$ cat src/rtl/bec_pkg.sv
// Package for the box exit crossing block: defaults, side codes, register indexes.
package bec_pkg;

    localparam int DEF_COORD_WIDTH = 32;
    // Q format fraction bits; only the reset value of the box edges depends on it
    localparam int FRAC_BITS = 16;

    typedef enum logic [1:0] {
        SIDE_LEFT   = 2'd0,
        SIDE_RIGHT  = 2'd1,
        SIDE_BOTTOM = 2'd2,
        SIDE_TOP    = 2'd3
    } t_side;

    localparam logic [1:0] CFG_LEFT   = 2'd0;
    localparam logic [1:0] CFG_RIGHT  = 2'd1;
    localparam logic [1:0] CFG_BOTTOM = 2'd2;
    localparam logic [1:0] CFG_TOP    = 2'd3;

    // Width of a packed job word: 8 flag/side bits, 5 coordinates, 4 magnitudes
    function automatic int bec_job_w(int cw);
        return 9 * cw + 12;
    endfunction

endpackage

$ cat src/rtl/bec_queue.sv
// Two-entry queue between front and back ends.
module bec_queue import bec_pkg::*; #(
    parameter int W = bec_job_w(DEF_COORD_WIDTH)
) (
    input  logic         i_clk,
    input  logic         i_rst_n,
    input  logic         i_valid,
    output logic         o_ready,
    input  logic [W-1:0] i_data,
    output logic         o_valid,
    input  logic         i_ready,
    output logic [W-1:0] o_data
);
    logic [W-1:0] r_mem [0:1];
    logic         r_wp, r_rp;
    logic [1:0]   r_cnt;
    logic         push, pop;

    assign o_ready = (r_cnt != 2'd2);
    assign o_valid = (r_cnt != 2'd0);
    assign push    = i_valid & o_ready;
    assign pop     = o_valid & i_ready;
    assign o_data  = r_mem[r_rp];

    // Pointers and fill count
    always_ff @(posedge i_clk) begin
        if (!i_rst_n) begin
            r_wp  <= 1'b0;
            r_rp  <= 1'b0;
            r_cnt <= 2'd0;
        end else begin
            if (push) r_wp <= ~r_wp;
            if (pop)  r_rp <= ~r_rp;
            r_cnt <= r_cnt + {1'b0, push} - {1'b0, pop};
        end
    end

    always_ff @(posedge i_clk) begin
        if (push) begin
            r_mem[r_wp] <= i_data;
        end
    end

endmodule

$ cat config.mk
export PLATFORM = sky130hd
export DESIGN_NAME = bec_queue
export DESIGN_NICKNAME = d
export VERILOG_FILES = /design/src/rtl/bec_pkg.sv /design/src/rtl/bec_queue.sv
export SDC_FILE = /design/constraint.sdc
export NUM_CORES = 1
export LEC_CHECK = 0
export ABC_CLOCK_PERIOD_IN_PS = 38500
export BUFFER_PORTS_ARGS = -buffer_cell sky130_fd_sc_hd__buf_2
export CORE_UTILIZATION = 39
export CTS_CLUSTER_SIZE = 10
export DETAILED_ROUTE_END_ITERATION = 12
export PLACE_DENSITY_LB_ADDON = 0.15
export SLEW_MARGIN = 20
export SYNTH_ARGS = -nofsm -noshare
export SYNTH_HDL_FRONTEND = slang
export SYNTH_SLANG_ARGS = --single-unit
$ cat constraint.sdc
create_clock -name i_clk -period 38.5 [get_ports i_clk]
set_input_delay 3.85 -clock i_clk [delete_from_list [all_inputs] [get_ports i_clk]]
set_output_delay 3.85 -clock i_clk [all_outputs]
set_load 0.02 [all_outputs]
# Yosys cells after proc, flatten, opt, wreduce, memory -nomap -nowiden
# Memories as Yosys holds them, arrays and structs flattened. A register that Yosys moved wholly into a read port is not among the register bits.
# Cells that the tools add are included.
op_classes:
  addsub: 2
  eq_ne: 1
  n_mux: 4
  bitwise: 4
  reduce_logical: 1
ops:
  columns: ["op", "count"]
  rows:
  - ["2-to-1 mux 1 bit", 4]
  - ["adder 2 x 1 -> 2 bit", 1]
  - ["bitwise AND 1 bit", 2]
  - ["inequality test 2 bit (second input constant)", 1]
  - ["NOT 1 bit", 2]
  - ["nonzero test 2 bit", 1]
  - ["subtractor 2 x 1 -> 2 bit", 1]
totals:
  regBits: 4
  ram_bits: 600
  input_bits: 304
  output_inout_bits: 302
  mem_count: 1
memory_table:
  columns: ["name", "depth", "word_bits", "rd", "rd_clocked_by_memory_dff", "wr", "line", "source"]
  rows:
  - ["r_mem", 2, 300, 1, 1, 1, "bec_queue.sv:14", "logic [W-1:0] r_mem [0:1];"]

# Longest topological paths before layout
depth:
  depth_word: 4
  depth_mapped: 8
  mapped_depth_nobuf: 8

# Worst setup path after synthesis
# No wires, ideal clock.
synth_timing:
  path_type: "input -> register"
  from: "input i_valid"
  to: "memory r_mem[0][0] (netlist bit) (enable)"
  arrival_ns: 16.370
  slack_ns: 21.162
  stages: 2
  path_buffers: 0
  path_cell_list: "nand2_1 -> nor2_1"
synth_via:
  elab_chain_len: 3
synth_rtl:
  columns: ["item", "line", "source"]
  rows:
  - ["start: declaration", "bec_queue.sv:7", "input logic i_valid,"]
  - ["bitwise AND 1 bit", "bec_queue.sv:21", "assign push = i_valid & o_ready;"]
  - ["2-to-1 mux 1 bit", "bec_queue.sv:39", "if (push) begin"]
  - ["2-to-1 mux 1 bit (not written as such)", "bec_queue.sv:40", "r_mem[r_wp] <= i_data;"]
  - ["end: declaration", "bec_queue.sv:14", null]
# No other way between the ends.

==> impl_metrics.csv <==
group,metric,value,unit
status,run_status,"completed",
floorplanning,io_pins,606,
synthesis,synth_top_family_by_area,"multiplexers",
critical_path,path_class,"flop to output pin",
detailed_routing,via_per_inst,4.69,
critical_path,reg2reg_from,"r_cnt[0]",
timing,period_share,18.1,%
power,powerDensity,69.3,nW/um^2
cts,clk_path_buf_depth,3,
detailed_routing,drt_iter0_drc,513,
cts,hold_buffers,0,
critical_path,worstRegToRegCells,5,
synthesis,synthXorXnorAreaFrac,0.119,%
timing,final_hold_viol_count,0,
grt,grt_overflow,0,
floorplanning,die_h,240,um
synthesis,synth-seq-area-share,82.3,%
power,p_sw_share,29.4,%
finish,drive_gt1_share,61.2,%
critical_path,cp.required,34.65,ns
min_path,hold_path.class,"flop to flop",
place,place.gp.congestion,0.753,
cts,root_buffer,"clkbuf_16",
finish,syn2layout_area_growth,25.5,%
timing,max_freq,144,MHz
timing,rsz0062_at_grt,"false",
timing,finalCriticalPeriod,6.96,ns
detailed_routing,wl_per_cell,21.1,um
synthesis,ys_types,17,
synthesis,synth_cells,957,
grt,antenna_found_initial,13,
detailed_routing,wirelength,50300,um
synthesis,synth_fa_ha_area_share,0.114,%
grt,grt_max_degree,175,
critical_path,critPathMaxFanout,174,
floorplanning,dieWidth,240,um
detailed_routing,drc,0,
cts,cts-resized-gates,0,
critical_path,crit_path_end_kind,"output pin",
min_path,min_from,"r_rp",
floorplanning,rows,86,
place,portBuffers,605,
min_path,worstHoldPathCells,2,
power,pwr-share-comb,25.2,%
flow_run,cap_viol_max_count,0,
timing,slew_viol_final,0,
power,clkPwrFrac,30.2,%
place,dpl.hpwl,33900,um
power,switching_power,0.563,mW
power,seq_power_share,44.6,%
timing,worst_slack,31.54,ns
place,dp_slack,31.54,ns
cts,path_clk_slew,0.05,ns
synthesis,ys_ff_latch,605,
cts,cts.sinks,605,
cts,cts_htree_levels,3,
finish,nFillCells,4661,
detailed_routing,drtPass1Iterations,4,
grt,grt_pass1_wl,71000,um
floorplanning,start_util,39.7,%
cts,cts_tree,"yes",
synthesis,synth.area.mux_share,15.4,%
cts,cts_made_buffers,71,
critical_path,r2r_end,"r_mem[0][82]",
power,p_int,1.35,mW
timing,slew_headroom,21.5,%
cts,insertion_delay,0.58,ns
detailed_routing,via_count,11172,
power,power_leakage,10.2,nW
critical_path,crit_arrival,3.11,ns
power,ir_drop,0.0592,mV
finish,final_nets,1918,
critical_path,r2r_slack,34.97,ns
floorplanning,core-area,55400,sq um
detailed_routing,ant_nets,0,
timing,worstMarginPinSlew,1.18,ns
synthesis,postSynthAreaPerCell,23.0,sq um
synthesis,synth_nets,1263,
timing,fin_tns_setup,0,ns
grt,track_usage,17.0,%
synthesis,synth-compound-area-share,0.0341,%
grt,grt_pass1_vias,11687,
synthesis,synth_area,22000,sq um
synthesis,yosysWarningCount,0,
timing,finClkSkew,0.0140,ns
critical_path,critPathLaunchType,"flop",
cts,post_cts_buffers,0,
timing,setup_viol,0,
synthesis,synth-simple-area-share,0.278,%
floorplanning,die_area,57400,sq um
## sequential cells by signal, indices dropped and copies added (netlist names), named ones only
name   flops
r_mem    600
r_cnt      2
r_rp       1
r_wp       1
## metal layers
layer  GRT usage [%]  vias to the layer above  routed length [um]
li1                -                     5125                   -
met1            18.6                     5538               18300
met2            29.0                      404               25700
met3            7.15                       87                5080
met4            6.64                       18                1160
met5               0                        -                 116
## layout by cell type (no fill, tap or decap), drive strengths merged, types with 2 or more instances in the layout
cell type  synthesis  final
buf               24    615
edfxtp           600    600
mux2             300    300
clkbuf             9     85
dfxtp              5      5
diode              0      3
xnor2              3      3
inv                1      3
clkinv             0      3
nand2b             2      2
nand2              2      2
nor2b              2      2
and2               2      2
ha                 2      2
## metrics by stage
step,cell area (sq um),power (mW),utilization (%),hold WS [ns],instances
4_1_cts,27600,1.94,49.9,0.546,2378
5_1_grt,27600,1.99,49.9,0.563,2381
6_report,27600,1.92,49.9,0.545,2381
3_3_place_gp,25700,1.36,46.4,0.507,2287
2_1_floorplan,22000,1.24,-,0.455,957
3_5_place_dp,25700,1.36,46.4,0.523,2287
## Yosys cell counts (all sizes together)
cell	number	area, sq um
xnor2	3	26.3
dfxtp	5	100
mux2i	1	10.0
or2	1	6.26
nor2b	2	12.5
buf	24	270
o21a	1	7.51
ha	2	25.0
nand2	2	7.51
and3	1	6.26
nand2b	2	12.5
mux2	300	3380
edfxtp	600	18000
clkbuf	9	124
and2	2	12.5
inv	1	3.75
nor2	1	3.75
## worst max-delay path: stages, from the launching register on
cell and delay, ns:
dfxtp_4 0.91, buf_12 0.65, mux2_2 0.46, buf_2 0.17
## power by group through the flow
stage                     Sequential [mW]  Clock, mW  Combinational [mW]
final                               0.854      0.579               0.483
after global placement              0.864          0               0.491
after detailed placement            0.868          0               0.489
after global routing                0.862      0.620               0.511
after CTS                           0.855      0.599               0.491
after floorplan                     0.896          0               0.342
## logic make-up after synthesis
logic type / after synthesis
simple gates: 11
buf+inv: 34
mux: 301
xor+xnor: 3
flops: 605
compound gates: 1
fa+ha+maj: 2
## how the worst max path moves through the flow
stage,slack [ns],end,cells past startpoint
after global routing,31.39,o_data[46],3
after global placement,31.51,r_mem[0][39],5
after floorplan,21.16,r_mem[0][0],2
after CTS,31.48,o_data[95],3
after detailed placement,31.54,r_mem[0][87],5
final,31.54,o_data[95],3
## area by class of cell
class / instances / area, sq um / area share (%)
Sequential cell: 605 / 18100 / 65.5
Multi-Input combinational cell: 318 / 3520 / 12.7
Timing Repair Buffer: 615 / 3120 / 11.3
Clock buffer: 85 / 1890 / 6.85
Tap cell: 748 / 936 / 3.39
Clock inverter: 6 / 50.0 / 0.181
Antenna cell: 3 / 7.51 / 0.0272
Inverter: 1 / 3.75 / 0.0136
No activity file was read; power rests on OpenSTA's default activity.
